<file path="src/rtl/ckd_pkg.sv">
// constants, types and helper functions of the kinematic car derivative core
// no dependencies
package ckd_pkg;

    localparam int CORDIC_STAGES = 16;
    localparam int DATA_WIDTH    = 16;

    localparam int ATAN_DEPTH = 24;
    localparam int SHIFT_W    = $clog2(ATAN_DEPTH);
    localparam int VEC_W      = 32;
    localparam int SPEED_W    = 16;
    localparam int HEADING_W  = 16;
    localparam int STEER_W    = 15;
    localparam int WB_W       = 16;
    localparam int PROD_W     = SPEED_W + VEC_W;
    localparam int DEN_P_W    = VEC_W + WB_W + 1;
    localparam int NUM_W      = PROD_W + 8;
    localparam int DEN_W      = VEC_W + WB_W;
    localparam int QB         = DATA_WIDTH + 1;
    localparam int NIDX_W     = $clog2(NUM_W);
    localparam int LATENCY    = CORDIC_STAGES + QB + 5;

    localparam logic [WB_W-1:0] WB_RESET = 16'd256;
    localparam logic signed [VEC_W+1:0] PI_Q29 = 34'sd1686629713;
    localparam logic signed [VEC_W-1:0] INV_GAIN_Q30 = 32'sh26DD3B6A;
    localparam logic signed [PROD_W:0] ROUND_HALF = (PROD_W+1)'(64'sd1 <<< 29);
    localparam logic signed [PROD_W:0] WIDE_HI =
        (PROD_W+1)'((64'sd1 <<< (DATA_WIDTH - 1)) - 64'sd1);
    localparam logic signed [PROD_W:0] WIDE_LO = -WIDE_HI - (PROD_W+1)'(1);
    localparam logic signed [DATA_WIDTH-1:0] SAT_HI = {1'b0, {(DATA_WIDTH-1){1'b1}}};
    localparam logic signed [DATA_WIDTH-1:0] SAT_LO = {1'b1, {(DATA_WIDTH-1){1'b0}}};
    localparam logic [QB-1:0] Q_POS_MAX = QB'((64'd1 << (DATA_WIDTH - 1)) - 64'd1);
    localparam logic [QB-1:0] Q_NEG_MAX = QB'(64'd1 << (DATA_WIDTH - 1));

    // arctangent of 2^-i in Q29 radians
    localparam logic signed [VEC_W-1:0] ATAN_Q29 [ATAN_DEPTH] = '{
        32'sd421657428, 32'sd248918915, 32'sd131521918, 32'sd66762579,
        32'sd33510843,  32'sd16771758,  32'sd8387925,   32'sd4194219,
        32'sd2097141,   32'sd1048575,   32'sd524288,    32'sd262144,
        32'sd131072,    32'sd65536,     32'sd32768,     32'sd16384,
        32'sd8192,      32'sd4096,      32'sd2048,      32'sd1024,
        32'sd512,       32'sd256,       32'sd128,       32'sd64
    };

    typedef struct packed {
        logic signed [VEC_W-1:0] x;
        logic signed [VEC_W-1:0] y;
        logic signed [VEC_W-1:0] z;
    } cordic_vec_t;

    typedef struct packed {
        cordic_vec_t vec;
        logic        neg;
    } angle_prep_t;

    typedef struct packed {
        logic signed [SPEED_W-1:0] speed;
        logic                      neg_h;
        logic                      neg_s;
    } cord_side_t;

    typedef struct packed {
        logic [DEN_W-1:0] rem;
        logic [QB-1:0]    q;
        logic [NUM_W-1:0] n;
        logic [DEN_W-1:0] ad;
    } div_state_t;

    typedef struct packed {
        logic signed [DATA_WIDTH-1:0] rx;
        logic signed [DATA_WIDTH-1:0] ry;
        logic                         sat_xy;
        logic                         negative;
        logic                         zero_num;
        logic                         ovf;
    } div_side_t;

    typedef struct packed {
        logic signed [DATA_WIDTH-1:0] val;
        logic                         clip;
    } sat_t;

    // fold an angle beyond half pi back by pi and set up the cordic start vector
    function automatic angle_prep_t prep_angle(input logic signed [VEC_W-1:0] z);
        logic signed [VEC_W+1:0] zw;
        logic signed [VEC_W+1:0] z2;
        angle_prep_t r;
        zw = (VEC_W+2)'(z);
        z2 = zw <<< 1;
        r.vec.x = INV_GAIN_Q30;
        r.vec.y = '0;
        r.vec.z = z;
        r.neg   = 1'b0;
        if (z2 > PI_Q29) begin
            r.vec.z = VEC_W'(zw - PI_Q29);
            r.neg   = 1'b1;
        end else if (z2 < -PI_Q29) begin
            r.vec.z = VEC_W'(zw + PI_Q29);
            r.neg   = 1'b1;
        end
        return r;
    endfunction

    // round a Q30 product to nearest, ties away from zero, and clip
    function automatic sat_t round_sat(input logic signed [PROD_W-1:0] v);
        logic signed [PROD_W:0] w;
        logic signed [PROD_W:0] r;
        sat_t res;
        w = (PROD_W+1)'(v);
        if (!w[PROD_W]) begin
            r = (w + ROUND_HALF) >>> 30;
        end else begin
            r = -((-w + ROUND_HALF) >>> 30);
        end
        res.clip = 1'b0;
        res.val  = DATA_WIDTH'(r);
        if (r > WIDE_HI) begin
            res.val  = SAT_HI;
            res.clip = 1'b1;
        end else if (r < WIDE_LO) begin
            res.val  = SAT_LO;
            res.clip = 1'b1;
        end
        return res;
    endfunction

endpackage

</file>
<file path="src/rtl/ckd_cordic_cell.sv">
// one rotation step of the sine/cosine chain
// depends on ckd_pkg
module ckd_cordic_cell (
    input  logic                              clk,
    input  ckd_pkg::cordic_vec_t              vin,
    input  logic [ckd_pkg::SHIFT_W-1:0]       shift,
    input  logic signed [ckd_pkg::VEC_W-1:0]  atan,
    output ckd_pkg::cordic_vec_t              vout
);
    import ckd_pkg::*;

    cordic_vec_t             vec_reg;
    cordic_vec_t             vec_next;
    logic signed [VEC_W-1:0] dx;
    logic signed [VEC_W-1:0] dy;

    // rotate toward zero residual angle
    always_comb
    begin
        dx = vin.y >>> shift;
        dy = vin.x >>> shift;
        if (!vin.z[VEC_W-1])
        begin
            vec_next.x = vin.x - dx;
            vec_next.y = vin.y + dy;
            vec_next.z = vin.z - atan;
        end
        else
        begin
            vec_next.x = vin.x + dx;
            vec_next.y = vin.y - dy;
            vec_next.z = vin.z + atan;
        end
    end

    always_ff @(posedge clk)
    begin
        vec_reg <= vec_next;
    end

    assign vout = vec_reg;

endmodule

</file>
<file path="config.mk">
export PLATFORM = sky130hd
export DESIGN_NAME = ckd_cordic_cell
export DESIGN_NICKNAME = d
export VERILOG_FILES = /design/src/rtl/ckd_pkg.sv /design/src/rtl/ckd_cordic_cell.sv
export SDC_FILE = /design/constraint.sdc
export NUM_CORES = 1
export LEC_CHECK = 0
export BUFFER_PORTS_ARGS = -buffer_cell sky130_fd_sc_hd__buf_2
export CORE_MARGIN = 2
export CORE_UTILIZATION = 25
export CTS_CLUSTER_DIAMETER = 40
export DETAILED_ROUTE_END_ITERATION = 12
export GPL_ROUTABILITY_DRIVEN = 0
export PLACE_DENSITY = 0.5
export SLEW_MARGIN = 25
export SYNTH_ARGS = -nofsm -noshare
export SYNTH_HDL_FRONTEND = slang
export SYNTH_SLANG_ARGS = --single-unit
</file>
<file path="constraint.sdc">
create_clock -name clk -period 10.78 [get_ports clk]
set_input_delay 1.078 -clock clk [delete_from_list [all_inputs] [get_ports clk]]
set_output_delay 1.078 -clock clk [all_outputs]
set_load 0.03 [all_outputs]
</file>
# == Word level (Yosys, flattened, before mapping) ==
# Cells that the tools add are included.
# totals
wordCells,12
input_bits,134
out_inout_bits,96
regBits,96
# op_classes
n_mux,1
add_sub_neg,6
shifts,2
# op_table
operator,n
adder 32 bit,3
two-way mux 96 bit,1
subtractor 32 bit,3
>>> shifter 32 x 5 -> 32 bit,2

# == Depth between registers and ports, before layout ==
# logic_depth
ltp_word,3
ltp_mapped,26
depth_no_buf,21

# == Worst setup path before layout ==
# No wires, ideal clock.
# synth_path
kind,input port to flip-flop
start,in shift[0] (netlist bit)
end,"reg vec_reg, in the netlist vout[63]"
t_arrival_ns,6.100
slack_ns,4.561
stages,21
setup_time_ns,0.119
required_ns,10.661
n_path_buf,2
cell_sequence,buf_6 buf_4 mux4_2 a221o_1 a211oi_1 ha_1 nand3_1 or2_2 nor2_1 nor2_1 xor2_1 ha_1 a21o_1 a31oi_1 o21ai_0 a221oi_1 nor4_1 o41a_1 a221oi_1 a21oi_1 xnor2_1
# synth_lines
item,line,source
"start, declared",ckd_cordic_cell.sv:6,"input logic [ckd_pkg::SHIFT_W-1:0] shift,"
"end signal, assigned",ckd_cordic_cell.sv:38,vec_reg <= vec_next;
"end, declared",ckd_cordic_cell.sv:12,cordic_vec_t vec_reg;

==> impl_table.tex <==
\begin{tabular}{lr}
\hline
Metric & Value \\
\hline
\multicolumn{2}{l}{\textbf{Status}} \\
Run status & finished, final reports clean \\
\multicolumn{2}{l}{\textbf{Layout}} \\
Number of flip-flops under the largest register name & 96 \\
Nets & 1924 \\
Area added between synthesis and finish & 14.8\% \\
Total inserted antenna cells & 0 \\
Footprint of the multi-input gates & 10700 sq um \\
Sequential cell area & 1920 sq um \\
Layout fillers & 5727 \\
Share of cells above drive strength 1 & 0.245 \\
\multicolumn{2}{l}{\textbf{Min path}} \\
Hold\_sp & vin[0] \\
Worst min-delay path endpoint & vout[0]\$\_DFF\_P\_ \\
Type of the most critical hold path & input pin to flop \\
Worst hold path depth & 2 \\
\multicolumn{2}{l}{\textbf{Detailed routing}} \\
Routed WL per cell & 21.1 um \\
First-pass detailed-route iteration total & 6 \\
Final WL & 50.1 mm \\
Number of DRC markers in iteration 0 & 1127 \\
Vias per Instance & 5.44 \\
Via count & 12900 \\
Number of nets with antenna violations after routing & 0 \\
Number of DRC violations after detailed routing & 0 \\
\multicolumn{2}{l}{\textbf{GRT}} \\
Global route overflow & 0 \\
First-pass GRT wire length & 75.3 mm \\
Global routing usage summed across all routing layers & 0.180 \\
Largest net degree at the start of global routing & 68 \\
Vias in the first global route & 12500 \\
Number of antenna violations at the first check in global routing & 2 \\
\multicolumn{2}{l}{\textbf{Clock network}} \\
Buffers from clock root to sink, at most & 2 \\
Cts hold-fix bufs & 0 \\
Num Clock Sinks & 96 \\
Count of H-tree levels built during CTS & 3 \\
Setup fix buffers added after clock tree synthesis & 0 \\
Cells resized by post-CTS repair & 0 \\
Clock-pin transition on the worst setup and hold timing paths & 80 ps \\
Clock buffers created by TritonCTS & 9 \\
Clock tree from TritonCTS & built \\
Root buffer selected by CTS & sky130\_fd\_sc\_hd\_\_clkbuf\_16 \\
\multicolumn{2}{l}{\textbf{Synthesis}} \\
Average cell area after synthesis & 8.79 sq um \\
Seq cells post-synth & 96 \\
Ys flop type & sky130\_fd\_sc\_hd\_\_dfxtp\_1 \\
Synthesized instance count & 1509 \\
Post-synth EDFFs & 0 \\
Cell type with the highest aggregate area in the netlist & sky130\_fd\_sc\_hd\_\_mux4\_2 \\
Synth area leaders & sky130\_fd\_sc\_hd\_\_mux4\_2, sky130\_fd\_sc\_hd\_\_dfxtp\_1, sky130\_fd\_sc\_hd\_\_ha\_1, sky130\_fd\_sc\_hd\_\_xnor2\_1, sky130\_fd\_sc\_hd\_\_a21oi\_1 \\
Number of warnings reported in the yosys synthesis log & 0 \\
Number of nets produced by synthesis & 1749 \\
Register area share after synthesis & 0.145 \\
Fraction of post-synthesis cell area in the top cell type by area & 0.163 \\
Async SR Flop Fraction & 0 \\
Most frequent cell after synthesis & sky130\_fd\_sc\_hd\_\_a21oi\_1 \\
Top cells by count, synth & sky130\_fd\_sc\_hd\_\_a21oi\_1, sky130\_fd\_sc\_hd\_\_nor2\_1, sky130\_fd\_sc\_hd\_\_ha\_1, sky130\_fd\_sc\_hd\_\_xnor2\_1 \\
Summed instance area of the synthesized netlist & 13300 sq um \\
Number of distinct standard cells referenced by the synthesized netlist & 86 \\
\multicolumn{2}{l}{\textbf{STA}} \\
Relative slew slack & 0.249 \\
Worst setup slack after layout & 3100 ps \\
Total of endpoints with negative setup slack in the final report & 0 \\
Setup repair after global routing missed its margin & false \\
Count of endpoints failing hold in the final timing report & 0 \\
Worst slew pin tran & 1130 ps \\
Fmax & 130 MHz \\
Portion of the clock cycle consumed by the worst path in the final layout & 0.713 \\
Final count of pins violating max slew & 0 \\
Time the final worst path needs with I/O delays and setup & 7680 ps \\
Post-Route Setup TNS & 0 ps \\
\multicolumn{2}{l}{\textbf{Die}} \\
I/O pin cnt & 230 \\
Die height & 234 um \\
Die footprint & 54900 sq um \\
Number of cell rows & 84 \\
Initial cell density of the core & 0.252 \\
Die width & 234 um \\
Core ar. & 52600 sq um \\
\multicolumn{2}{l}{\textbf{Run}} \\
Max Cap Violations & 0 \\
\multicolumn{2}{l}{\textbf{Worst setup path}} \\
Endpoint kind of the worst setup timing path & flop \\
Worst path max stage delay & 790 ps \\
Worst Setup Path Type & input pin to flop \\
WP data arrival & 7960 ps \\
Top Family by Delay on Critical Path & compound AO/OA/AOI/OAI gates \\
Critical path's slowest cell & sky130\_fd\_sc\_hd\_\_a211oi\_1 \\
Maximum fanout along the worst path & 67 \\
Cell type with the highest occurrence count on the critical path & sky130\_fd\_sc\_hd\_\_nor2\_1 \\
Critical path buffers and inverters & 1 \\
Kind of start point of the critical path & input pin \\
Required time reported for the critical path endpoint & 11060 ps \\
List of cells traversed by the critical path & buf\_4, mux4\_2, mux2i\_1, nor2\_1, a211oi\_1, ha\_1, nand3\_1, or2\_2, nor2\_1, nor2\_1, xor2\_1, ha\_1, a21o\_1, a31oi\_1, o21ai\_0, a221oi\_1, nor4\_1, o41a\_1, a221oi\_1, a21oi\_1, xnor2\_1 \\
\multicolumn{2}{l}{\textbf{Placed design}} \\
Worst setup slack after placement & 2750 ps \\
IO buf count & 229 \\
DP HPWL & 39.4 mm \\
\multicolumn{2}{l}{\textbf{Power and ir drop}} \\
Static Leakage & 6.30 nW \\
P per Cell Area & 157 nW/um\^{}2 \\
Worst vdd rail ir drop & 81.3 uV \\
\hline
\end{tabular}
[report_power, final]
| part | internal, mW | leakage [nW] | switching, mW |
|---|---|---|---|
| Combinational | 0.521 | 5.35 | 0.957 |
| Sequential | 0.507 | 0.810 | 0.0393 |
| Clock | 0.182 | 0.148 | 0.177 |
| Total | 1.21 | 6.30 | 1.17 |
[how the worst max path moves through the flow]
stage | from | end | cells past startpoint
3_5_place_dp | shift[1] | vout[63]$_DFF_P_ | 21
5_1_grt | shift[1] | vout[63]$_DFF_P_ | 21
3_3_place_gp | shift[1] | vout[63]$_DFF_P_ | 21
4_1_cts | shift[1] | vout[63]$_DFF_P_ | 21
2_1_floorplan | shift[0] | vout[63]$_DFF_P_ | 21
6_report | shift[1] | vout[63]$_DFF_P_ | 21
[area by class of cell]
class / count / area share
clock inverters: 6 / 0.00452
multi-input cells: 1287 / 0.704
repair buffers: 242 / 0.0820
flip-flops and latches: 96 / 0.126
inverters: 48 / 0.0118
clock buffers: 10 / 0.0150
well taps: 688 / 0.0565
[placed cells by master (no fill, tap or decap), drive strengths merged, types with 7 or more instances in the layout]
cell type,n
and3,14
a22oi,9
o22ai,14
ha,103
mux2,23
nor3b,7
nand2,95
nand2b,18
dfxtp,96
nor3,34
mux4,100
clkbuf,10
a31oi,23
a21oi,160
nand4,10
o211ai,9
nor2,114
and2,13
mux2i,52
o21bai,13
nor2b,18
a21boi,10
a211oi,19
or2,12
o21ai,75
nand3,27
inv,48
buf,242
xor2,72
a221oi,8
xnor2,98
o21a,19
a21o,29
[cells by family after synthesis]
kind of cell	Yosys count	synth area share
AOI/OAI and AO/OA	453	0.221
and+or+nand+nor	383	0.143
muxes	175	0.230
xor gates and xnor gates	170	0.113
buffers and inverters	126	0.0467
adders and majority gates	106	0.102
DFF	96	0.145
[through the flow]
stage	instances	util	hold slack (ps)	power (mW)	cell area [sq um]
floorplan	1509	-	1200	1.60	13300
global placement	2361	0.284	1300	2.03	14900
detailed placement	2361	0.284	1310	2.03	14900
CTS	2377	0.290	887	2.42	15200
global route	2377	0.290	896	2.55	15200
finish	2377	0.290	917	2.38	15200
[routing by layer]
| layer | routed length (um) | track usage |
|---|---|---|
| met4 | 1300 | 0.0611 |
| met5 | 16 | 0 |
| met1 | 22000 | 0.243 |
| met3 | 4480 | 0.0373 |
| met2 | 22300 | 0.283 |
No activity file was read; power rests on OpenSTA's default activity.
