===== src/rtl/ckd_pkg.sv =====
// constants, types and helper functions of the kinematic car derivative core
// no dependencies
package ckd_pkg;

    localparam int CORDIC_STAGES = 16;
    localparam int DATA_WIDTH    = 16;

    localparam int ATAN_DEPTH = 24;
    localparam int SHIFT_W    = $clog2(ATAN_DEPTH);
    localparam int VEC_W      = 32;
    localparam int SPEED_W    = 16;
    localparam int HEADING_W  = 16;
    localparam int STEER_W    = 15;
    localparam int WB_W       = 16;
    localparam int PROD_W     = SPEED_W + VEC_W;
    localparam int DEN_P_W    = VEC_W + WB_W + 1;
    localparam int NUM_W      = PROD_W + 8;
    localparam int DEN_W      = VEC_W + WB_W;
    localparam int QB         = DATA_WIDTH + 1;
    localparam int NIDX_W     = $clog2(NUM_W);
    localparam int LATENCY    = CORDIC_STAGES + QB + 5;

    localparam logic [WB_W-1:0] WB_RESET = 16'd256;
    localparam logic signed [VEC_W+1:0] PI_Q29 = 34'sd1686629713;
    localparam logic signed [VEC_W-1:0] INV_GAIN_Q30 = 32'sh26DD3B6A;
    localparam logic signed [PROD_W:0] ROUND_HALF = (PROD_W+1)'(64'sd1 <<< 29);
    localparam logic signed [PROD_W:0] WIDE_HI =
        (PROD_W+1)'((64'sd1 <<< (DATA_WIDTH - 1)) - 64'sd1);
    localparam logic signed [PROD_W:0] WIDE_LO = -WIDE_HI - (PROD_W+1)'(1);
    localparam logic signed [DATA_WIDTH-1:0] SAT_HI = {1'b0, {(DATA_WIDTH-1){1'b1}}};
    localparam logic signed [DATA_WIDTH-1:0] SAT_LO = {1'b1, {(DATA_WIDTH-1){1'b0}}};
    localparam logic [QB-1:0] Q_POS_MAX = QB'((64'd1 << (DATA_WIDTH - 1)) - 64'd1);
    localparam logic [QB-1:0] Q_NEG_MAX = QB'(64'd1 << (DATA_WIDTH - 1));

    // arctangent of 2^-i in Q29 radians
    localparam logic signed [VEC_W-1:0] ATAN_Q29 [ATAN_DEPTH] = '{
        32'sd421657428, 32'sd248918915, 32'sd131521918, 32'sd66762579,
        32'sd33510843,  32'sd16771758,  32'sd8387925,   32'sd4194219,
        32'sd2097141,   32'sd1048575,   32'sd524288,    32'sd262144,
        32'sd131072,    32'sd65536,     32'sd32768,     32'sd16384,
        32'sd8192,      32'sd4096,      32'sd2048,      32'sd1024,
        32'sd512,       32'sd256,       32'sd128,       32'sd64
    };

    typedef struct packed {
        logic signed [VEC_W-1:0] x;
        logic signed [VEC_W-1:0] y;
        logic signed [VEC_W-1:0] z;
    } cordic_vec_t;

    typedef struct packed {
        cordic_vec_t vec;
        logic        neg;
    } angle_prep_t;

    typedef struct packed {
        logic signed [SPEED_W-1:0] speed;
        logic                      neg_h;
        logic                      neg_s;
    } cord_side_t;

    typedef struct packed {
        logic [DEN_W-1:0] rem;
        logic [QB-1:0]    q;
        logic [NUM_W-1:0] n;
        logic [DEN_W-1:0] ad;
    } div_state_t;

    typedef struct packed {
        logic signed [DATA_WIDTH-1:0] rx;
        logic signed [DATA_WIDTH-1:0] ry;
        logic                         sat_xy;
        logic                         negative;
        logic                         zero_num;
        logic                         ovf;
    } div_side_t;

    typedef struct packed {
        logic signed [DATA_WIDTH-1:0] val;
        logic                         clip;
    } sat_t;

    // fold an angle beyond half pi back by pi and set up the cordic start vector
    function automatic angle_prep_t prep_angle(input logic signed [VEC_W-1:0] z);
        logic signed [VEC_W+1:0] zw;
        logic signed [VEC_W+1:0] z2;
        angle_prep_t r;
        zw = (VEC_W+2)'(z);
        z2 = zw <<< 1;
        r.vec.x = INV_GAIN_Q30;
        r.vec.y = '0;
        r.vec.z = z;
        r.neg   = 1'b0;
        if (z2 > PI_Q29) begin
            r.vec.z = VEC_W'(zw - PI_Q29);
            r.neg   = 1'b1;
        end else if (z2 < -PI_Q29) begin
            r.vec.z = VEC_W'(zw + PI_Q29);
            r.neg   = 1'b1;
        end
        return r;
    endfunction

    // round a Q30 product to nearest, ties away from zero, and clip
    function automatic sat_t round_sat(input logic signed [PROD_W-1:0] v);
        logic signed [PROD_W:0] w;
        logic signed [PROD_W:0] r;
        sat_t res;
        w = (PROD_W+1)'(v);
        if (!w[PROD_W]) begin
            r = (w + ROUND_HALF) >>> 30;
        end else begin
            r = -((-w + ROUND_HALF) >>> 30);
        end
        res.clip = 1'b0;
        res.val  = DATA_WIDTH'(r);
        if (r > WIDE_HI) begin
            res.val  = SAT_HI;
            res.clip = 1'b1;
        end else if (r < WIDE_LO) begin
            res.val  = SAT_LO;
            res.clip = 1'b1;
        end
        return res;
    endfunction

endpackage


===== src/rtl/ckd_div_cell.sv =====
// one quotient bit of the restoring divider chain
// depends on ckd_pkg
module ckd_div_cell (
    input  logic                         clk,
    input  ckd_pkg::div_state_t          din,
    input  logic [ckd_pkg::NIDX_W-1:0]   bidx,
    output ckd_pkg::div_state_t          dout
);
    import ckd_pkg::*;

    div_state_t       st_reg;
    div_state_t       st_next;
    logic [DEN_W:0]   trial;
    logic [DEN_W:0]   dvs;
    logic             ge;

    // shift in the next dividend bit and subtract when it fits
    always_comb
    begin
        trial        = {din.rem, din.n[bidx]};
        dvs          = {1'b0, din.ad};
        ge           = (trial >= dvs);
        st_next      = din;
        st_next.rem  = ge ? DEN_W'(trial - dvs) : DEN_W'(trial);
        st_next.q    = {din.q[QB-2:0], ge};
    end

    always_ff @(posedge clk)
    begin
        st_reg <= st_next;
    end

    assign dout = st_reg;

endmodule


===== config.mk =====
export PLATFORM = sky130hd
export DESIGN_NAME = ckd_div_cell
export DESIGN_NICKNAME = d
export VERILOG_FILES = /design/src/rtl/ckd_pkg.sv /design/src/rtl/ckd_div_cell.sv
export SDC_FILE = /design/constraint.sdc
export NUM_CORES = 1
export LEC_CHECK = 0
export BUFFER_PORTS_ARGS = -buffer_cell sky130_fd_sc_hd__clkbuf_2
export CAP_MARGIN = 20
export CORE_AREA = 2 2 136 138
export CTS_CLUSTER_SIZE = 40
export DETAILED_ROUTE_END_ITERATION = 10
export DIE_AREA = 0 0 138 140
export PLACE_DENSITY = 0.72
export SLEW_MARGIN = 25
export SYNTH_ARGS = -nofsm -noshare
export SYNTH_HDL_FRONTEND = slang
export SYNTH_SLANG_ARGS = --single-unit

===== constraint.sdc =====
create_clock -name clk -period 5.95 [get_ports clk]
set_input_delay 0.2975 -clock clk [delete_from_list [all_inputs] [get_ports clk]]
set_output_delay 0.2975 -clock clk [all_outputs]
set_load 0.005 [all_outputs]

# After elaboration in Yosys (flattened, before gate mapping)

Cells that the tools add are included.

Add/subtract/negate cells: 1
$lt $le $gt $ge: 2
Multiplexer cells: 3

Operators by type and width:

| cell                                                                 | number |
|---|---|
| 49-bit by 48-bit greater-or-equal comparator with 1-bit output       | 1 |
| 48-bit two-way mux                                                   | 1 |
| 48-bit subtractor                                                    | 1 |
| 6-bit by 7-bit < comparator with 1-bit output, second input constant | 1 |
| 1-bit binary-select mux with 6-bit select                            | 1 |
| 1-bit two-way mux                                                    | 1 |

Flip-flop bits (word level): 169
Input port bits: 176
Output and inout bits: 169
Word-level logic and storage cells: 10

# Logic depth before layout (Yosys ltp)

Gate-level depths: netlist (run 1).

Depth after elaboration: 4
Gate-level depth with buffers: 20
Depth with buffers taken out: 17

# Worst setup path after synthesis (run 1)

No wires, ideal clock.

Kind: input-to-reg
From: input bidx[0] (netlist bit)
To: register st_reg, in the netlist dout[162]
Library setup time: 123 ps
Arrival time: 4693 ps
Slack: 1134 ps
Cell stages on the path: 20
Path buffers: 4
Cells stage by stage: clkbuf_1 -> clkbuf_1 -> mux4_2 -> mux4_2 -> mux2i_1 -> nor2_1 -> a21oi_1 -> ha_1 -> nor2b_1 -> o21ai_1 -> o211a_1 -> o22ai_1 -> o311ai_1 -> a31oi_1 -> a21oi_2 -> o21ai_1 -> a21o_1 -> buf_4 -> buf_6 -> mux2_1

RTL lines:

| element                | RTL line           | source |
|---|---|---|
| start: declaration     | ckd_div_cell.sv:6  | `input logic [ckd_pkg::NIDX_W-1:0] bidx,` |
| end signal: assignment | ckd_div_cell.sv:30 | `st_reg <= st_next;` |
| end: declaration       | ckd_div_cell.sv:11 | `div_state_t st_reg;` |

==> results of run 1 <==
==> final timing paths <==
| path | slack (ns) | startpoint | endpoint | depth (start not counted) |
|---|---|---|---|---|
| min | 0.02 | din[34] | dout[34]$_DFF_P_ | 1 |
| max | 0.61 | din[59] | dout[132]$_DFF_P_ | 18 |
==> Yosys cell counts (5+ instances only) <==
| master | n | area share |
|---|---|---|
| xor2_1 | 15 | 0.018 |
| o21bai_1 | 9 | 0.0091 |
| o21a_1 | 7 | 0.0071 |
| buf_2 | 7 | 0.0047 |
| nor2b_1 | 7 | 0.0059 |
| a21oi_1 | 60 | 0.041 |
| nor3_1 | 6 | 0.0041 |
| nand3_1 | 11 | 0.0074 |
| a31oi_1 | 5 | 0.0042 |
| clkbuf_1 | 15 | 0.0076 |
| nand4_1 | 14 | 0.012 |
| a21o_1 | 19 | 0.019 |
| mux2_1 | 43 | 0.065 |
| o21ai_0 | 22 | 0.015 |
| nor2_1 | 34 | 0.017 |
| dfxtp_1 | 169 | 0.46 |
| a211oi_1 | 6 | 0.0061 |
| o21ai_1 | 9 | 0.0061 |
| mux4_2 | 17 | 0.052 |
| and2_1 | 5 | 0.0042 |
| xnor2_1 | 28 | 0.033 |
| inv_1 | 58 | 0.029 |
| nand2_1 | 49 | 0.025 |
| ha_1 | 48 | 0.081 |
==> area by class of cell <==
type,instances,share of cell area
clock inverter,15,0.0154
inverter,59,0.0200
tap,229,0.0259
timing repair buffer,461,0.261
multi-input combinational,462,0.333
antenna,1,0.000226
clock buffer,17,0.0385
sequential,169,0.306
==> worst max-delay path: stages <==
cell and delay, ns:
dlygate4sd3_1 0.56, clkbuf_2 0.13, mux4_2 0.46, mux4_2 0.49, mux2_2 0.27, a21oi_1 0.43, ha_1 0.29, nor2b_1 0.06
o21ai_1 0.18, o211a_1 0.20, o22ai_1 0.13, o311ai_1 0.42, a31oi_1 0.26, a21oi_2 0.33, o21ai_1 0.16, a21o_2 0.32
buf_4 0.27, mux2_1 0.35
==> where the power goes <==
group | leakage [nW] | internal (W) | switching [W]
Combinational | 3.69 | 0.000366 | 0.000371
Clock | 0.287 | 0.000565 | 0.000538
Sequential | 1.43 | 0.00125 | 0.0000341
Total | 5.41 | 0.00218 | 0.000943
==> logic make-up (layout without fill, tap and decap cells) <==
kind of cell | after synthesis | after routing | share of synthesized area
flops | 169 | 169 | 0.457
compound gates | 163 | 163 | 0.144
simple gates | 140 | 140 | 0.0915
buf+inv | 84 | 552 | 0.0453
mux | 67 | 67 | 0.128
fa+ha+maj | 49 | 49 | 0.0839
xor+xnor | 43 | 43 | 0.0509
other cells | 0 | 1 | 0
==> routing by layer <==
metal / part of all wire / up-vias / routed length, um / GRT usage
met3: 0.076 / 31 / 1860 / 0.0773
li1: - / 3428 / - / -
met4: 0.022 / 0 / 545 / 0.0827
met1: 0.37 / 3253 / 9070 / 0.257
met5: 0 / - / 0 / 0
met2: 0.53 / 287 / 12900 / 0.471
==> what timing repair did <==
item                                   4_1_cts  5_1_grt
hold buffers                               111        4
endpoints found under the hold margin      111        4
setup endpoints to repair                    0        0
==> metrics by stage <==
step                std cells  total power, W   util  worst slack, ns  hold slack, ns
finish                   1413         0.00312  0.622            0.610          0.0214
CTS                      1408         0.00314  0.620            0.724         0.00246
global placement         1265         0.00197  0.524            0.533           0.400
detailed placement       1265         0.00198  0.524            0.417           0.401
floorplan                 715         0.00169      -             1.13           0.325
global route             1412         0.00327  0.622            0.349         0.00261
==> impl_metrics.json, run 1 <==
{
  "fillCellCount": 1438,
  "cts.reportedPaths.clkPinSlew_ns": 0.07,
  "drc": 0,
  "io_buffers": 343,
  "timing.fmax_mhz": 187,
  "fin_setup_tns_ns": 0,
  "drt-vias-per-instance": 4.95,
  "setup_violations": 0,
  "die_y_um": 140,
  "max-slew-margin-rel": 0.602,
  "die_w_um": 138,
  "synth_warnings": 0,
  "io_pins": 345,
  "wl_mm": 24.4,
  "ys_types": 59,
  "synth_top_flop_cell": "dfxtp_1",
  "detail-route-antenna-nets": 0,
  "cts_setup_buffers": 0,
  "core_region_area_sq_um": 17800,
  "grt_pass1_wl_mm": 37.8,
  "hpwl_mm": 18.1,
  "largest_register_ffs": 169,
  "fp-row-count": 49,
  "async_flop_share": 0,
  "mostFrequentLayoutCell": "clkbuf_2",
  "rsz0062_at_grt": "false",
  "syn-num-nets": 940,
  "clock-sinks": 169,
  "initial_core_util": 0.416,
  "hold_viol": 0,
  "layout_common_cells": "clkbuf_2, dfxtp_1, dlygate4sd3_1, a21oi_1, inv_1",
  "max-vdd-ir-drop_mv": 0.204,
  "hold_class": "in2reg",
  "regArea_sq_um": 3380,
  "multiInputGateArea_sq_um": 3680,
  "cap_violations": 0,
  "worstSetupPathType": "in2reg",
  "synth-seq-cells": 169,
  "status": "complete, no violations",
  "netlist_area_sq_um": 7400,
  "path_max_fanout": 20,
  "first_pass_iters": 4,
  "cts_tree": "done",
  "nets": 1395,
  "power_leakage_nw": 5.41,
  "min_period_ns": 5.34,
  "synth_cells": 715,
  "drt_iter0_drc": 261,
  "ys_seq_area_frac": 0.457,
  "synth_edf_count": 0,
  "cp-end-kind": "flop",
  "layout-drive-gt1-share": 0.349,
  "wire_per_inst_um": 17.3,
  "worst_pin_slew_ns": 0.597,
  "root_buffer": "clkbuf_16",
  "antenna_found_initial": 1,
  "grt_max_degree": 21,
  "first_global_vias": 7436,
  "place_area_sq_um": 9310,
  "finalMaxSlewViolations": 0,
  "fin_area_sq_um": 11100,
  "final.period_utilization": 0.897,
  "cts_made_buffers": 17,
  "area_growth_pct": 49.5,
  "die_area_sq_um": 19300,
  "h-tree-depth": 4,
  "setup.worst_path.start_class": "primary input",
  "place_congestion": 0.873,
  "vias": 6999,
  "grt.total_usage": 0.247,
  "crit_arrival_ns": 5.65,
  "syn-mean-instance-area_sq_um": 10.3,
  "cellPowerDensity_nw_per_um2": 282,
  "grt.overflow.total": 0,
  "cts_resized": 0,
  "required_ns": 6.26,
  "cts_buffer_depth": 2
}
(Power assumes the default switching activity.)
==> run 2, diff against run 1 <==
- BUFFER_PORTS_ARGS: -buffer_cell sky130_fd_sc_hd__clkbuf_2 -> unset
- DONT_BUFFER_PORTS: unset -> 1
- PLACE_DENSITY: 0.72 -> unset
==> impl_metrics.json, run 2 (synthesis gave the netlist of run 1 again) <==
{
  "die_y_um": 140,
  "holdPathEnd": "dout[168]$_DFF_P_",
  "timing.fmax_mhz": 210,
  "cts_resized": 0,
  "worst_slack_ns": 1.19,
  "core_region_area_sq_um": 17800,
  "nets": 1100,
  "min_period_ns": 4.76,
  "finalMaxSlewViolations": 0,
  "io_buffers": 0,
  "mostFrequentLayoutCell": "dfxtp_1",
  "worstSetupPathType": "in2reg",
  "place_congestion": 0.835,
  "io_pins": 345,
  "drc": 0,
  "cts_made_buffers": 17,
  "first_pass_iters": 5,
  "power_leakage_nw": 4.20,
  "drt_iter0_drc": 307,
  "hold_depth": 1,
  "wl_mm": 23.5,
  "cts_setup_buffers": 0,
  "diodes": 0,
  "setup_violations": 0,
  "path_max_fanout": 24,
  "setup.worst_path.start_class": "primary input",
  "rsz0062_at_grt": "false",
  "required_ns": 6.26,
  "status": "complete, no violations",
  "detail-route-antenna-nets": 0,
  "grt.total_usage": 0.237,
  "first_global_vias": 6443,
  "largest_register_ffs": 169,
  "clock_power_share": 0.389,
  "hold_viol": 0,
  "grt_use_met1": 0.298,
  "clock-sinks": 169,
  "cts_buffer_depth": 2,
  "hold_class": "in2reg",
  "intPower_w": 0.00212,
  "fp-row-count": 49,
  "p_sw_frac": 0.307,
  "preCtsSetupSlack_ns": 0.841,
  "cp-end-kind": "flop",
  "grt_max_degree": 25,
  "grt_busiest_layer": "met2",
  "power_frac_seq": 0.433,
  "die_area_sq_um": 19300,
  "hpwl_mm": 16.8,
  "root_buffer": "clkbuf_16",
  "cts_tree": "done",
  "crit_arrival_ns": 5.07,
  "wire_per_inst_um": 21.0,
  "layout-drive-gt1-share": 0.0777,
  "use_met3": 0.0691,
  "cellPowerDensity_nw_per_um2": 309,
  "antenna_found_initial": 0,
  "grt_pass1_wl_mm": 35.9,
  "max-slew-margin-rel": 0.457,
  "h-tree-depth": 4,
  "cap_violations": 0,
  "power.switching_w": 0.000938,
  "pwr-share-comb": 0.178,
  "cts.reportedPaths.clkPinSlew_ns": 0.08,
  "max-vdd-ir-drop_mv": 0.206,
  "drt-vias-per-instance": 5.34,
  "final.period_utilization": 0.800,
  "hold_path.startpoint": "din[167]",
  "vias": 5963,
  "area_growth_pct": 33.4,
  "initial_core_util": 0.416,
  "layout_common_cells": "dfxtp_1, dlygate4sd3_1, a21oi_1, inv_1, nand2_1",
  "die_w_um": 138,
  "use_met2": 0.396,
  "p_total_w": 0.00305,
  "worst_pin_slew_ns": 0.793,
  "crit_path_start": "bidx[0]",
  "holdWs_ns": 0.0232,
  "grt.overflow.total": 0,
  "fin_setup_tns_ns": 0,
  "cts_hold_buf": 163
}
-- run 2: cell count changes in the layout (fill, tap and decap cells not counted), sizes merged --
cell and change:
dlygate4sd3 +49, diode -1, clkinvlp -1, clkbuf -343
clkinv -1, inv +2, buf -1
-- run 2: cell type report --
class	instances	area, sq um
Sequential cell	169	3380
Timing Repair Buffer	166	1660
Multi-Input combinational cell	462	3680
Tap cell	229	287
Fill cell	1537	7910
Clock inverter	15	216
Inverter	59	221
Clock buffer	17	425
-- run 2: per-stage QoR --
stage / instances / cell area [sq um] / util
2_1_floorplan: 715 / 7400 / -
3_3_place_gp: 921 / 7590 / 0.427
3_5_place_dp: 921 / 7590 / 0.427
4_1_cts: 1116 / 9860 / 0.555
5_1_grt: 1117 / 9870 / 0.555
6_report: 1117 / 9870 / 0.555
-- run 2: critical path, cell delays in order --
cell and delay (ns):
mux4_2 0.49, mux4_2 0.48, mux2_2 0.29, a21oi_1 0.22, ha_1 0.23, nor2b_1 0.05
o21ai_1 0.20, o211a_1 0.22, o22ai_1 0.15, o311ai_1 0.53, a31oi_1 0.30, a21oi_2 0.32
o21ai_1 0.17, a21o_2 0.44, buf_4 0.31, mux2_1 0.35
-- run 2: how the worst max path moves through the flow --
stage / endpoint / slack [ns]
global placement: dout[143]$_DFF_P_ / 0.89
detailed placement: dout[135]$_DFF_P_ / 0.84
floorplan: dout[162]$_DFF_P_ / 1.13
global route: dout[144]$_DFF_P_ / 1.06
finish: dout[135]$_DFF_P_ / 1.19
CTS: dout[145]$_DFF_P_ / 1.27
-- run 2: routing by layer --
metal | vias to the layer above | wire (um)
li1 | 2841 | -
met5 | - | 0
met2 | 274 | 11500
met3 | 30 | 1710
met1 | 2818 | 9790
met4 | 0 | 529
-- run 2: power by group through the flow --
stage,clock network [W],registers (W),logic (W)
6_report,0.00119,0.00132,0.000545
5_1_grt,0.00125,0.00133,0.000599
4_1_cts,0.00119,0.00132,0.000541
3_5_place_dp,0,0.00135,0.000449
3_3_place_gp,0,0.00135,0.000447
2_1_floorplan,0,0.00132,0.000367
==> run 3, diff against run 2 <==
- ABC_AREA: unset -> 1
- CORE_AREA: 2 2 136 138 -> unset
- CORE_UTILIZATION: unset -> 45
- DIE_AREA: 0 0 138 140 -> unset
- clock period: 5.95 -> 3.9 ns (I/O delays scaled with it)
==> impl_metrics.json, run 3 <==
{
  "max-vdd-ir-drop_mv": 0.205,
  "clock-sinks": 169,
  "core_region_area_sq_um": 20200,
  "rsz0062_at_grt": "false",
  "max-slew-margin-rel": 0.567,
  "synth-seq-cells": 169,
  "hpwl_mm": 26.5,
  "cp_slowest_cell": "fa_1",
  "layout-drive-gt1-share": 0.0347,
  "cts_buffer_depth": 2,
  "crit_family": "simple AND/OR/NAND/NOR gates",
  "first_pass_iters": 5,
  "die_area_sq_um": 21100,
  "cts_tree": "done",
  "die_w_um": 145,
  "timing.fmax_mhz": 337,
  "h-tree-depth": 4,
  "wire_per_inst_um": 18.2,
  "min_period_ns": 2.97,
  "setup_violations": 0,
  "grt_pass1_wl_mm": 52.7,
  "cts_made_buffers": 17,
  "first_global_vias": 9052,
  "detail-route-antenna-nets": 0,
  "drt-vias-per-instance": 4.89,
  "cts_resized": 0,
  "holdWs_ns": 0.0740,
  "finalMaxSlewViolations": 0,
  "worst_pin_slew_ns": 0.648,
  "fp-row-count": 52,
  "synth_warnings": 0,
  "cts_setup_buffers": 0,
  "crit_arrival_ns": 3.29,
  "synth_cells": 1464,
  "final.period_utilization": 0.761,
  "status": "complete, no violations",
  "worst_slack_ns": 0.931,
  "place_congestion": 0.959,
  "area_growth_pct": 27.8,
  "layout_common_cells": "nand2_1, inv_1, dfxtp_1, dlygate4sd3_1, nor2_1",
  "syn-mean-instance-area_sq_um": 6.30,
  "drc": 0,
  "netlist_area_sq_um": 9230,
  "cp-end-kind": "flop",
  "drt_iter0_drc": 639,
  "synth_top_cell_by_area": "dfxtp_1",
  "power_leakage_nw": 6.52,
  "wl_mm": 34.9,
  "initial_core_util": 0.458,
  "syn-num-nets": 1689,
  "path_max_fanout": 29,
  "antenna_found_initial": 2,
  "grt.overflow.total": 0,
  "mostFrequentLayoutCell": "nand2_1",
  "synth_top_area_share": 0.367,
  "final_util": 0.585,
  "synth_area_leaders": "dfxtp_1, nand2_1, inv_1, ha_1, nand3_1",
  "grt_max_degree": 49,
  "setup.worst_path.start_class": "primary input",
  "hold_class": "in2reg",
  "cap_violations": 0,
  "grt.total_usage": 0.331,
  "die_y_um": 145,
  "hold_viol": 0,
  "io_pins": 345,
  "async_flop_share": 0,
  "worstSetupPathType": "in2reg",
  "nets": 1854,
  "synth_top_flop_cell": "dfxtp_1",
  "synth_common_cells": "nand2_1, inv_1, dfxtp_1",
  "largest_register_ffs": 169,
  "required_ns": 4.22,
  "p_total_w": 0.00478,
  "critPathBufInv": 3,
  "ys_types": 31,
  "synth_most_common_cell": "nand2_1",
  "vias": 9353,
  "synth_edf_count": 0,
  "io_buffers": 0,
  "root_buffer": "clkbuf_16",
  "cp_common_cell": "nand2_1",
  "preCtsSetupSlack_ns": 0.629,
  "fin_setup_tns_ns": 0,
  "critPathMaxStageDelay_ns": 0.40,
  "cts.reportedPaths.clkPinSlew_ns": 0.07,
  "ys_seq_area_frac": 0.367,
  "cellPowerDensity_nw_per_um2": 405
}
-- run 3: cell types whose count changed after synthesis, moves of 18 or more --
| cell | change |
|---|---|
| nand2_1 | +559 |
| inv_1 | +229 |
| nand3_1 | +67 |
| nor2_1 | +59 |
| nand4_1 | +47 |
| mux2_1 | -43 |
| a21oi_1 | -35 |
| xnor2_1 | -27 |
| a21o_1 | -18 |
-- run 3: cell type report --
type / count / area [sq um]
Multi-Input combinational cell: 975 / 4610
Tap cell: 270 / 338
Clock buffer: 17 / 425
Sequential cell: 169 / 3380
Clock inverter: 15 / 209
Timing Repair Buffer: 174 / 1720
Inverter: 292 / 1100
Antenna cell: 1 / 2.50
Fill cell: 1994 / 8380
-- run 3: worst paths after layout --
| check | from | to | slack, ns | cells past startpoint |
|---|---|---|---|---|
| max | bidx[0] | dout[149]$_DFF_P_ | 0.93 | 25 |
| min | din[0] | dout[121]$_DFF_P_ | 0.07 | 4 |
-- run 3: logic make-up (layout without fill, tap and decap cells) --
group / count (synthesis) / after routing / synth area share
flip-flops: 169 / 169 / 0.367
AND/OR/NAND/NOR: 865 / 865 / 0.387
adder cells (fa/ha/maj): 49 / 49 / 0.0672
other: 0 / 1 / 0
XOR/XNOR: 25 / 25 / 0.0237
AO/OA/AOI/OAI: 36 / 36 / 0.0210
buffers and inverters: 320 / 498 / 0.134
-- run 3: metrics by stage --
stage / std cells / cell area [sq um]
2_1_floorplan: 1464 / 9230
3_3_place_gp: 1713 / 9480
3_5_place_dp: 1713 / 9480
4_1_cts: 1912 / 11800
5_1_grt: 1913 / 11800
6_report: 1913 / 11800
-- run 3: where the power goes --
part / internal, W / switching (W) / total [W] / leakage, nW
clock network: 0.000890 / 0.000885 / 0.00177 / 0.303
registers: 0.00190 / 0.000106 / 0.00200 / 1.43
logic: 0.000388 / 0.000613 / 0.00100 / 4.79
-- run 3: what timing repair did --
| action | CTS | global route |
|---|---|---|
| hold buffers | 167 | 0 |
| hold endpoints to repair | 167 | 0 |
| endpoints found under the setup margin | 0 | 0 |
-- run 3: metal layers --
metal | vias up | global-route usage | wire (um)
met5 | - | 0 | 0
met4 | 0 | 0.110 | 902
met3 | 55 | 0.0783 | 2640
met2 | 375 | 0.525 | 15500
met1 | 4165 | 0.441 | 15900
li1 | 4758 | - | -
